===== config.mk =====
export PLATFORM = sky130hd
export DESIGN_NAME = ipdq_ram
export DESIGN_NICKNAME = d
export VERILOG_FILES = /design/src/hdl/ipdq_ram.sv
export SDC_FILE = /design/constraint.sdc
export NUM_CORES = 1
export LEC_CHECK = 0
export BUFFER_PORTS_ARGS = -buffer_cell sky130_fd_sc_hd__buf_2
export CORE_ASPECT_RATIO = 0.7
export CORE_MARGIN = 4
export CORE_UTILIZATION = 40
export CTS_CLUSTER_DIAMETER = 30
export DETAILED_ROUTE_END_ITERATION = 10
export GPL_TIMING_DRIVEN = 1
export PLACE_DENSITY = 0.67
export SLEW_MARGIN = 20
export SYNTH_ARGS = -nofsm -noshare
export SYNTH_HDL_FRONTEND = slang
export SYNTH_SLANG_ARGS = --single-unit
export TNS_END_PERCENT = 1

===== constraint.sdc =====
create_clock -name clk -period 4.7 [get_ports clk]
set_clock_uncertainty 0.05 [all_clocks]
set_input_delay 0.94 -clock clk [delete_from_list [all_inputs] [get_ports clk]]
set_output_delay 0.94 -clock clk [all_outputs]
set_load 0.005 [all_outputs]

===== src/hdl/ipdq_ram.sv =====
// Single-port synchronous RAM with registered read data.
`default_nettype none
module ipdq_ram #(
  parameter int DEPTH = 16,
  parameter int WIDTH = 8,
  parameter int AW    = 4
) (
  input  wire logic             clk,
  input  wire logic             en,
  input  wire logic             we,
  input  wire logic [AW-1:0]    addr,
  input  wire logic [WIDTH-1:0] wdata,
  output logic      [WIDTH-1:0] rdata
);
  logic [WIDTH-1:0] mem [DEPTH];

  always_ff @(posedge clk) begin
    if (en) begin
      if (we) begin
        mem[addr] <= wdata;
      end else begin
        rdata <= mem[addr];
      end
    end
  end
endmodule
`default_nettype wire


==> impl_metrics.env <==
export IMPL_power_total_mw=2.748
export IMPL_r2r_cells=3
export IMPL_coreArea_um2=12630
export IMPL_crit_path_start_kind="input port"
export IMPL_fin_ws_ps=1990
export IMPL_cp_end_kind="flop"
export IMPL_grt_total_usage_pct=14.52
export IMPL_yosys_top_cells_count="edfxtp_1, a22oi_1, mux4_1, mux4_2, nor2_1"
export IMPL_synth_cell_types=18
export IMPL_postSynthAreaPerCell_um2=22.38
export IMPL_grt_max_degree=37
export IMPL_wire_per_inst_um=23.67
export IMPL_hold_class="flop to flop"
export IMPL_drt_total_wl_mm=10.42
export IMPL_grt_pass1_vias=2507
export IMPL_fin_crit_sh_pct=57.66
export IMPL_synth_top_area_cell="edfxtp_1"
export IMPL_hold_depth=3
export IMPL_synthToLayoutAreaGrowth_pct=16.05
export IMPL_htree_levels=4
export IMPL_gp_congestion=0.7226
export IMPL_cts_sinks=136
export IMPL_max_slew_margin_pct=37.48
export IMPL_path_max_fanout=36
export IMPL_synth_top_area_share_pct=77.97
export IMPL_place_area_um2=5499
export IMPL_max_freq_mhz=369.0
export IMPL_ctsResizeCount=0
export IMPL_io_pins=23
export IMPL_synth_edf_count=136
export IMPL_grt_pass1_wl_mm=15.61
export IMPL_hold_viol=0
export IMPL_rsz0062_at_grt="false"
export IMPL_tightest_slew_ps=935.9
export IMPL_clk_latency_ps=410
export IMPL_synth_area_um2=5238
export IMPL_outcome="finished clean"
export IMPL_cts_setup_buffers=0
export IMPL_hpwlAfterDp_mm=6.620
export IMPL_fin_setup_tns_ps=0
export IMPL_drt_iter0_markers=307
export IMPL_via_per_inst=5.673
export IMPL_hold_buffers=0
export IMPL_ys_flop_type="edfxtp_1"
export IMPL_first_pass_iters=7
export IMPL_drcViolationCount=0
export IMPL_finalInstanceArea_um2=6078
export IMPL_synthCells=234
export IMPL_period_minus_slack_ps=2710
export IMPL_met1_usage_pct=23.41
export IMPL_path_clk_slew_ps=60
export IMPL_cts_tree="done"
export IMPL_critPathRequiredTime_ps=4680
export IMPL_ys_seq_area_share_pct=77.97
export IMPL_fin_util_pct=48.11
export IMPL_holdWs_ps=694.7
export IMPL_ys_top_cells_by_area="edfxtp_1, mux4_1, mux4_2"
export IMPL_synth_fp_nets=249
export IMPL_worstPathArrival_ps=2690
export IMPL_top_usage_layer="met1"
export IMPL_synth_most_common_cell="edfxtp_1"
export IMPL_yosys_warnings=0
export IMPL_grtUsageMet3_pct=5.389
export IMPL_p_leak_nw=1.985
export IMPL_setup_viol=0
export IMPL_initial_utilization_pct=41.45
export IMPL_cap_violations=0
export IMPL_num_rows=34
export IMPL_antenna_cells=0
export IMPL_die_w_um=144.8
export IMPL_final_instance_count_excl_fill=440
export IMPL_ys_async_sr_fraction_pct=0
export IMPL_cts_buffer_depth=2
export IMPL_antenna_found_initial=0
export IMPL_power_density_nw_per_um2=452.1
export IMPL_place_inst=408
export IMPL_use_met2_pct=18.36
export IMPL_cts_root_buf="clkbuf_16"
export IMPL_routed_via_count=2496
export IMPL_ir_drop_mv=0.2827
export IMPL_numCtsBuffers=17
export IMPL_synth_ff_latch_count=136
export IMPL_ant_nets=0
export IMPL_portBuffers=22
export IMPL_final_nets=280
export IMPL_chipHeight_um=103.7
export IMPL_dp_slack_ps=1416
export IMPL_fp_dieArea_um2=15020
export IMPL_worstSetupPathType="input port to flop"
export IMPL_overflow=0
export IMPL_final_max_slew_violation_count=0
export IMPL_drive_gt1_share_pct=25.90
==> where the power goes <==
part / internal (mW) / total (mW) / leakage [nW] / switching (mW)
logic: 0.0408 / 0.105 / 0.483 / 0.0645
clock network: 0.783 / 1.28 / 0.271 / 0.501
registers: 1.35 / 1.36 / 1.23 / 0.00476
==> cells in the final DEF (no fill, tap or decap), types with 2 or more instances in the layout <==
master | Yosys | layout
mux4_2 | 16 | 16
bufinv_16 | 0 | 2
nand2_1 | 10 | 10
buf_4 | 0 | 4
nor2_1 | 13 | 13
nand2b_1 | 2 | 2
nor2b_1 | 3 | 3
edfxtp_1 | 136 | 136
clkinvlp_4 | 0 | 4
clkinv_2 | 0 | 2
nor3_1 | 4 | 3
a22oi_1 | 16 | 16
mux4_1 | 16 | 16
clkbuf_16 | 0 | 17
nand4b_1 | 2 | 2
buf_2 | 3 | 21
inv_6 | 0 | 4
==> per-layer routing <==
metal  share of wire [%]  vias to the layer above
li1                    -                     1067
met1                  47                     1284
met2                  42                      136
met3                 9.9                        9
met4                0.86                        0
met5                   0                        -
==> worst paths after layout <==
check | slack (ps) | start | end
max | 1990 | addr[1] | mem[14][7]$_DFFE_PP_
max reg2reg | 3100 | mem[2][2]$_DFFE_PP_ | rdata[2]$_DFFE_PP_
min | 690 | mem[12][2]$_DFFE_PP_ | rdata[2]$_DFFE_PP_
min reg2reg | 690 | mem[12][2]$_DFFE_PP_ | rdata[2]$_DFFE_PP_
==> critical path: stages <==
cell and delay, ps:
buf_2 620, nand4b_1 340, nor2_1 760
==> logic make-up (layout without fill, tap and decap cells) <==
| family | Yosys count | count (layout) | share of synthesized area [%] |
|---|---|---|---|
| AOI/OAI and AO/OA | 16 | 16 | 2.293 |
| buffers and inverters | 13 | 57 | 1.505 |
| DFF | 136 | 136 | 77.97 |
| muxes | 32 | 32 | 14.91 |
| and+or+nand+nor | 37 | 37 | 3.321 |
==> registers in the layout, indices dropped and copies added, names as in the netlist <==
name / count
rdata: 8
mem: 128
==> cell type report <==
type / instances / area (um^2)
clock buffers: 18 / 429.2
clock inverters: 14 / 147.6
fillers: 965 / 6556
multi-input cells: 85 / 1080
flip-flops and latches: 136 / 4084
well taps: 162 / 202.7
repair buffers: 25 / 135.1
(Power assumes the default switching activity.)
