<file path="src/hdl/ipdq_pkg.sv">
// Shared types, codes and constants for the modem frame demux queue.
`default_nettype none
package ipdq_pkg;

  localparam int LinksDefault      = 5;
  localparam int MaxPayloadDefault = 1024;
  localparam int QueueSlotsDefault = 2;

  localparam int HdrLen = 5;
  localparam logic [7:0] ChPlus  = 8'h2B;
  localparam logic [7:0] ChComma = 8'h2C;
  localparam logic [7:0] ChColon = 8'h3A;
  localparam logic [7:0] ChZero  = 8'h30;
  localparam logic [7:0] ChNine  = 8'h39;
  localparam logic [19:0] LenSat = 20'd65535;

  // Item kinds (also used for result kinds)
  localparam logic [1:0] KIND_BYTE = 2'd0;
  localparam logic [1:0] KIND_READ = 2'd1;
  localparam logic [1:0] KIND_TAKE = 2'd2;

  // Reply status codes
  localparam logic [2:0] ST_OK       = 3'd0;
  localparam logic [2:0] ST_NO_PKT   = 3'd1;
  localparam logic [2:0] ST_TOO_BIG  = 3'd2;
  localparam logic [2:0] ST_BAD_LINK = 3'd3;
  localparam logic [2:0] ST_BAD_OFF  = 3'd4;

  typedef enum logic [4:0] {
    MODE_TEXT    = 5'b00001,
    MODE_LINK    = 5'b00010,
    MODE_LENGTH  = 5'b00100,
    MODE_PAYLOAD = 5'b01000,
    MODE_SKIP    = 5'b10000
  } mode_t;

  // Transaction held in the reply stage
  typedef struct packed {
    logic [1:0]  kind;
    logic [2:0]  text_n;   // released prefix bytes
    logic        emit_b;   // received byte itself goes out as text
    logic [7:0]  rx_byte;
    logic [2:0]  pre_st;   // bad link / empty queue found up front
    logic [3:0]  link;
    logic        off_hi;   // offset at or beyond the slot size
    logic [10:0] off;
    logic [15:0] cap;
    logic [31:0] drops;
  } s2_t;

  typedef struct packed {
    logic       pop;
    logic [3:0] link;
  } pop_t;

  typedef struct packed {
    logic free;      // reply stage can take a new transaction this cycle
    logic take_blk;  // a take is pending, queue pointers not settled
  } s2_stat_t;

  function automatic logic [7:0] hdr_char(input logic [2:0] i);
    case (i)
      3'd0:    hdr_char = ChPlus;
      3'd1:    hdr_char = 8'h49;
      3'd2:    hdr_char = 8'h50;
      3'd3:    hdr_char = 8'h44;
      3'd4:    hdr_char = ChComma;
      default: hdr_char = 8'h00;
    endcase
  endfunction

endpackage
`default_nettype wire

</file>
<file path="src/hdl/ipdq_out.sv">
// Reply stage: forms results from RAM read data and feeds the output register.
`default_nettype none
module ipdq_out (
  input  wire logic              clk,
  input  wire logic              rst,
  input  wire logic              load,
  input  wire ipdq_pkg::s2_t     s2_in,
  input  wire logic [7:0]        rd_byte,
  input  wire logic [11:0]       rd_len,
  output ipdq_pkg::s2_stat_t     stat,
  output ipdq_pkg::pop_t         pop,
  input  wire logic              out_ready,
  output logic                   out_valid,
  output logic [1:0]             result_kind,
  output logic [7:0]             data_byte,
  output logic [2:0]             status,
  output logic [11:0]            packet_length,
  output logic                   last,
  output logic [31:0]            dropped_count
);
  import ipdq_pkg::*;

  logic       s2_valid;
  s2_t        s2;
  logic [2:0] idx;
  logic       advance;
  logic       is_last;
  logic [2:0] total;
  logic [1:0] r_kind;
  logic [7:0] r_data;
  logic [2:0] r_st;
  logic [11:0] r_len;

  assign advance = s2_valid && (!out_valid || out_ready);
  assign total   = (s2.kind == KIND_BYTE) ? s2.text_n + {2'b00, s2.emit_b} : 3'd1;
  assign is_last = (idx == total - 3'd1);

  assign stat.free     = !s2_valid || (advance && is_last);
  assign stat.take_blk = s2_valid && (s2.kind == KIND_TAKE);

  // Result for the current position
  always_comb begin
    r_kind   = s2.kind;
    r_data   = 8'h00;
    r_st     = ST_OK;
    r_len    = 12'd0;
    pop.pop  = 1'b0;
    pop.link = s2.link;
    if (s2.kind == KIND_BYTE) begin
      r_data = (idx < s2.text_n) ? hdr_char(idx) : s2.rx_byte;
    end else if (s2.pre_st != ST_OK) begin
      r_st = s2.pre_st;
    end else if (s2.kind == KIND_READ) begin
      r_len = rd_len;
      if (s2.off_hi || ({1'b0, s2.off} >= rd_len)) begin
        r_st = ST_BAD_OFF;
      end else begin
        r_data = rd_byte;
      end
    end else begin
      r_len = rd_len;
      if ({4'd0, rd_len} > s2.cap) begin
        r_st = ST_TOO_BIG;
      end else begin
        pop.pop = advance;
      end
    end
  end

  // Stage register and result index
  always_ff @(posedge clk) begin
    if (rst) begin
      s2_valid <= 1'b0;
      idx      <= 3'd0;
    end else begin
      if (advance) begin
        idx <= idx + 3'd1;
      end
      if (stat.free) begin
        s2_valid <= load;
        idx      <= 3'd0;
      end
    end
  end

  always_ff @(posedge clk) begin
    if (stat.free && load) begin
      s2 <= s2_in;
    end
  end

  // Output register
  always_ff @(posedge clk) begin
    if (rst) begin
      out_valid <= 1'b0;
    end else if (advance) begin
      out_valid <= 1'b1;
    end else if (out_ready) begin
      out_valid <= 1'b0;
    end
  end

  always_ff @(posedge clk) begin
    if (advance) begin
      result_kind   <= r_kind;
      data_byte     <= r_data;
      status        <= r_st;
      packet_length <= r_len;
      last          <= is_last;
      dropped_count <= s2.drops;
    end
  end
endmodule
`default_nettype wire

</file>
<file path="config.mk">
export PLATFORM = sky130hd
export DESIGN_NAME = ipdq_out
export DESIGN_NICKNAME = d
export VERILOG_FILES = /design/src/hdl/ipdq_pkg.sv /design/src/hdl/ipdq_out.sv
export SDC_FILE = /design/constraint.sdc
export NUM_CORES = 1
export LEC_CHECK = 0
export BUFFER_PORTS_ARGS = -buffer_cell sky130_fd_sc_hd__buf_2
export CORE_UTILIZATION = 35
export DETAILED_ROUTE_END_ITERATION = 6
export GPL_TIMING_DRIVEN = 0
export PLACE_DENSITY = 0.59
export REMOVE_ABC_BUFFERS = 1
export SYNTH_ARGS = -nofsm -noshare
export SYNTH_HDL_FRONTEND = slang
export SYNTH_SLANG_ARGS = --single-unit
</file>
<file path="constraint.sdc">
create_clock -name clk -period 11.3 [get_ports clk]
set_input_delay 2.26 -clock clk [delete_from_list [all_inputs] [get_ports clk]]
set_output_delay 2.26 -clock clk [all_outputs]
set_load 0.05 [all_outputs]
</file>
==> results_dict.tcl, run 1 <==
set metrics [dict create \
    status "finished, final reports clean" \
    htree_num_levels 4 \
    dp_slack_ns 5.134 \
    totalWireLength_mm 11.36 \
    start_util 0.3626 \
    synth_top_cell_area_share 0.7461 \
    synth_area_leaders "edfxtp_1 75%, ha_1 7.4%, inv_1 2.1%" \
    synth_top_cell_by_area "edfxtp_1" \
    drc 0 \
    drive_above_1_share 0.4049 \
    area.growth.synth_to_final_pct 31.27 \
    hold_viol 0 \
    gp_congestion 0.7480 \
    ys_seq_elements 144 \
    cap_viol_max_count 0 \
    slew_violations 0 \
    crit_path_end_kind "output port" \
    synthArstFlopShare 0 \
    dieArea_um2 16490 \
    fill_cells 1382 \
    setup_viol 0 \
    drt-initial-drc-count 142 \
    power.leakage_nw 3.080 \
    grt_start_max_net_pins 46 \
    tightest_slew_ns 0.9792 \
    synthFlopType "edfxtp_1" \
    worstPathMaxFanout 4 \
    power_frac_seq 0.474 \
    cts_buffer_depth 2 \
    rsz0062_at_grt "no" \
    p_comb_frac 0.116 \
    clkSlewWorstSetupHoldPaths_ns 0.06 \
    io_pins 171 \
    use_met2 0.2518 \
    numClockSinks 144 \
    synth_mux_area_frac 0.01275 \
    finalCriticalPeriod_ns 6.178 \
    relSlewSlack 0.3437 \
    cts.repair.resized 0 \
    synth_cells 329 \
    avgSynthCellArea_um2 17.00 \
    die_y_um 128.4 \
    synth_compound_area_frac 0.04697 \
    die_w_um 128.4 \
    cts-root-buf "clkbuf_16" \
    synth-simple-area-share 0.06509 \
    firstDrtPassIters 6 \
    switching_power_uw 335.4 \
    clkPwrFrac 0.410 \
    vias_per_cell 4.484 \
    ys_types 42 \
    via_count 3309 \
    hpwl_mm 8.045 \
    grt_first_pass_wirelength_mm 17.60 \
    cts_buffers 17 \
    vdd_drop_max_mv 0.1004 \
    met1_usage 0.1643 \
    hold_path_class "reg2reg" \
    rows 45 \
    p_total_mw 1.362 \
    fmax_mhz 161.9 \
    fin_skew_ns 0.009437 \
    post-cts-setup-buffers 0 \
    synth-adder-area-share 0.07381 \
    period_share 0.5468 \
    core_region_area_um2 15430 \
    setup_ws_ns 5.122 \
    gr-total-overflow 0 \
    setup_tns_ns 0 \
    power.density_nw_per_um2 185.4 \
    synth_top_family_by_area "adder cells" \
    synthXorXnorAreaFrac 0.007828 \
    critPathLaunchType "input port" \
    busiest_layer "met2" \
    p_sw_frac 0.2463 \
    utilization 0.4760 \
    final_antenna_net_count 0 \
    cts_tree "done" \
    antenna_found_initial 1 \
    ys_seq_area_frac 0.7640 \
    arrival_ns 3.92 \
    grtUsageTotal 0.1452 \
    criticalPathCategory "in2out" \
    clk_latency_ns 0.41 \
    met3_usage 0.05364 \
    post_drt_wl_per_cell_um 15.40 \
    io_buffers 170 \
    ctsHoldBuffers 0 \
    synth_edf_count 139 \
    cp.required_ns 9.04 \
    syn_area_um2 5594 \
    nNetsFinal 651 \
    grt_pass1_vias 3492 \
    synth_warnings 0 \
    power_report.internal_total_mw 1.026 \
]
## layout by cell type (no fill, tap or decap), types with 2 or more instances in the layout
cell,instances
a211oi_1,2
a21o_1,2
a21oi_1,15
and3_1,12
buf_16,2
buf_2,170
bufinv_16,3
clkbuf_16,17
clkinv_1,4
clkinv_2,2
clkinvlp_4,2
dfxtp_1,5
edfxtp_1,139
ha_1,33
inv_1,31
inv_6,3
mux2i_1,6
nand2_1,8
nand2b_1,2
nand3_1,2
nand3b_1,2
nand4_1,3
nor2_1,10
nor2b_1,4
nor3_1,2
nor3_2,2
nor3b_1,3
nor4_1,2
o21ai_0,4
o2bb2ai_1,7
or2_2,3
xnor2_1,4
## path summary, 6_finish.rpt
path | startpoint | end | slack [ns] | cells after the start
hold / removal | s2[9] | dropped_count[9] | 0.42 | 0
hold reg to reg | s2[9] | dropped_count[9] | 0.42 | 0
setup / recovery | rd_len[11] | pop[4] | 5.12 | 7
setup reg to reg | r_kind[1] | s2[48] | 7.77 | 9
## registers in the layout (all words and copies together) (netlist names)
register	cells
r_kind	2
dropped_count	32
result_kind	2
idx	3
s2_valid	1
last	1
pop	4
data_byte	8
packet_length	12
status	3
s2	75
out_valid	1
## Yosys cell counts (all sizes together) (4+ instances only)
cell type / number
nor2: 11
nor2b: 4
a21oi: 16
nor3: 5
o2bb2ai: 7
mux2i: 6
o21ai: 4
buf: 5
inv: 31
xnor2: 4
nand2: 9
dfxtp: 5
edfxtp: 139
ha: 33
and3: 12
## metal layers
metal  up-vias  share of wire
met5         -              0
met1      1571           0.42
met2       116           0.51
met4         0          0.011
li1       1612              -
met3        10          0.062
## cell families after synthesis
kind of cell             Yosys count
buffers and inverters             39
XOR/XNOR                           5
flip-flops                       144
AND/OR/NAND/NOR                   62
multiplexers                       7
AO/OA/AOI/OAI                     39
adder cells (fa/ha/maj)           33
## power groups by stage
stage	logic (mW)	clock network (mW)	registers, mW
global route	0.173	0.595	0.649
CTS	0.162	0.574	0.646
detailed placement	0.161	0	0.657
finish	0.158	0.558	0.645
global placement	0.152	0	0.660
floorplan	0.0494	0	0.710
## through the flow
stage	instances	hold WS (ns)	area, um^2
2_1_floorplan	321	0.4003	5545
3_3_place_gp	702	0.4002	6660
3_5_place_dp	705	0.4045	6750
4_1_cts	737	0.4182	7341
5_1_grt	738	0.4192	7343
6_report	738	0.4168	7343
## worst max-delay path, cell delays in order
cell	delay, ns
buf_2	0.12
ha_1	0.30
nand4_1	0.14
or2_2	0.32
o21ai_0	0.25
o2111a_1	0.25
buf_2	0.27
## layout make-up
class | instances | area, um^2 | area share
Antenna cell | 1 | 2.502 | 0.0003408
Clock buffer | 17 | 425.4 | 0.05793
Clock inverter | 15 | 165.2 | 0.02249
Inverter | 31 | 116.4 | 0.01585
Multi-Input combinational cell | 146 | 1170 | 0.1593
Sequential cell | 144 | 4274 | 0.5820
Tap cell | 211 | 264.0 | 0.03595
Timing Repair Buffer | 173 | 925.9 | 0.1261
No activity file was read; power rests on OpenSTA's default activity.
==> inputs of run 2 (changes only) <==
- PLACE_DENSITY: 0.59 -> 0.61
- clock period: 11.3 -> 5.3 ns (I/O delays scaled with it)
==> run 2 against run 1 <==
Net effect:
- sequential cell count unchanged
- critical path depth up 1
- register-to-register slack worse by 5.9 ns
- utilization up 0.057 points
- non-clock buffer count unchanged
- worst setup slack worse by 3.9 ns
- via count up 0.54%
- global-route usage down 0.13 points
- die area unchanged
- highest routed layer unchanged
==> results_dict.tcl, run 2 (same netlist as run 1, synthesis figures left out) <==
set metrics [dict create \
    status "finished, final reports clean" \
    fill_cells 1379 \
    criticalPathCategory "reg2out" \
    drt-initial-drc-count 109 \
    cp_cell_sequence "nor2_1 -> nand2_1 -> ha_1 -> xnor2_1 -> a31oi_1 -> or4b_4 -> nand2_2 -> buf_2" \
    start_util 0.3626 \
    nNetsFinal 651 \
    ctsHoldBuffers 0 \
    regArea_um2 4274 \
    grt_start_max_net_pins 62 \
    tightest_slew_ns 1.043 \
    met3_usage 0.06237 \
    busiest_layer "met2" \
    setup_tns_ns 0 \
    core_region_area_um2 15430 \
    numPlacedInstances 705 \
    layout_common_cells "170 x buf_2, 139 x edfxtp_1, 33 x ha_1, 31 x inv_1, 17 x clkbuf_16" \
    numClockSinks 144 \
    io_pins 171 \
    power_frac_seq 0.471 \
    fmax_mhz 245.1 \
    multiInputGateArea_um2 1170 \
    dieArea_um2 16490 \
    max_stage_delay_ns 0.55 \
    met1_usage 0.1669 \
    use_met2 0.2388 \
    layout_commonest_cell "buf_2" \
    regMostFlops "s2" \
    power.density_nw_per_um2 397.4 \
    cts.repair.resized 0 \
    hpwl_mm 8.055 \
    power_report.internal_total_mw 2.162 \
    arrival_ns 3.02 \
    cts_tree "done" \
    clkSlewWorstSetupHoldPaths_ns 0.06 \
    fin_area_um2 7352 \
    placed_cell_area_um2 6750 \
    rsz0062_at_grt "no" \
    finalCriticalPeriod_ns 4.080 \
    grtUsageTotal 0.1438 \
    critPathLaunchType "flip-flop" \
    hold_viol 0 \
    die_y_um 128.4 \
    p_sw_frac 0.2601 \
    cts-root-buf "clkbuf_16" \
    htree_num_levels 4 \
    setup_viol 0 \
    drive_above_1_share 0.4125 \
    crit_family "simple AND/OR/NAND/NOR gates" \
    finalNonFillerCells 737 \
    via_count 3327 \
    cts_buffer_depth 2 \
    firstDrtPassIters 4 \
    antenna_found_initial 0 \
    fin_skew_ns 0.008040 \
    drc 0 \
    slew_violations 0 \
    switching_power_uw 760.0 \
    clkPwrFrac 0.414 \
    cp.required_ns 4.24 \
    area.growth.synth_to_final_pct 31.42 \
    largest_register_ffs 75 \
    holdWs_ns 0.4176 \
    cap_viol_max_count 0 \
    final_antenna_net_count 0 \
    crit_buf_inv 1 \
    hold_path_class "reg2reg" \
    crit_path_end_kind "output port" \
    grt_pass1_vias 3437 \
    worstPathMaxFanout 8 \
    power.leakage_nw 3.096 \
    n_antenna_cell 0 \
    totalWireLength_mm 11.32 \
    relSlewSlack 0.3007 \
    period_share 0.7698 \
    top_regs "s2 x75, dropped_count x32, packet_length x12" \
    gp_congestion 0.7259 \
    cts_buffers 17 \
    io_buffers 170 \
    utilization 0.4766 \
    post-cts-setup-buffers 0 \
    gr-total-overflow 0 \
    grt_first_pass_wirelength_mm 17.15 \
    vdd_drop_max_mv 0.2781 \
    rows 45 \
    die_w_um 128.4 \
    crit_path_top_delay_cell "edfxtp_1" \
    post_drt_wl_per_cell_um 15.36 \
    clk_latency_ns 0.42 \
    vias_per_cell 4.514 \
    p_comb_frac 0.116 \
]
[run 2: cell count changes in the layout (fill, tap and decap cells not counted), sizes merged]
cell,before,now
diode,1,0
clkinv,7,6
clkinvlp,2,0
inv,34,38
bufinv,3,2
[run 2: worst reg2reg max path: stages (launching register included)]
cell and delay (ns):
edfxtp_1 0.55, nor2_1 0.50, nand2_1 0.12, ha_1 0.31
xnor2_1 0.13, a31oi_1 0.15, or4b_4 0.50, nand2_2 0.09
and2_4 0.36, buf_16 0.31
[run 2: power groups by stage]
stage                     registers, mW  logic, mW  clock network (mW)
after floorplan                    1.51      0.105                   0
after global placement             1.41      0.323                   0
after detailed placement           1.40      0.344                   0
after CTS                          1.38      0.345                1.24
after global routing               1.38      0.367                1.28
final                              1.37      0.338                1.21
[run 2: area by class of cell]
type,instances,area share
Clock buffer,17,0.05786
Clock inverter,15,0.02400
Inverter,31,0.01583
Multi-Input combinational cell,146,0.1591
Sequential cell,144,0.5813
Tap cell,211,0.03591
Timing Repair Buffer,173,0.1259
[run 2: metal layers]
| layer | share of wire | up-vias |
|---|---|---|
| li1 | - | 1612 |
| met1 | 0.41 | 1587 |
| met2 | 0.50 | 119 |
| met3 | 0.076 | 9 |
| met4 | 0.0095 | 0 |
| met5 | 0 | - |
[run 2: path summary, 6_finish.rpt]
kind / startpoint / end / slack, ns / depth (start not counted)
worst max-delay path: r_kind[1] / stat[1] / 1.22 / 8
worst min-delay path: s2[0] / dropped_count[0] / 0.42 / 0
worst max register to register: r_kind[1] / s2[66] / 1.88 / 9
worst min register to register: s2[0] / dropped_count[0] / 0.42 / 0
[run 2: metrics by stage]
stage | setup slack [ns] | power [mW]
after global routing | 0.9148 | 3.030
final | 1.220 | 2.922
after global placement | -1.971 | 1.731
after floorplan | -0.3287 | 1.620
after detailed placement | 1.519 | 1.744
after CTS | 1.079 | 2.959
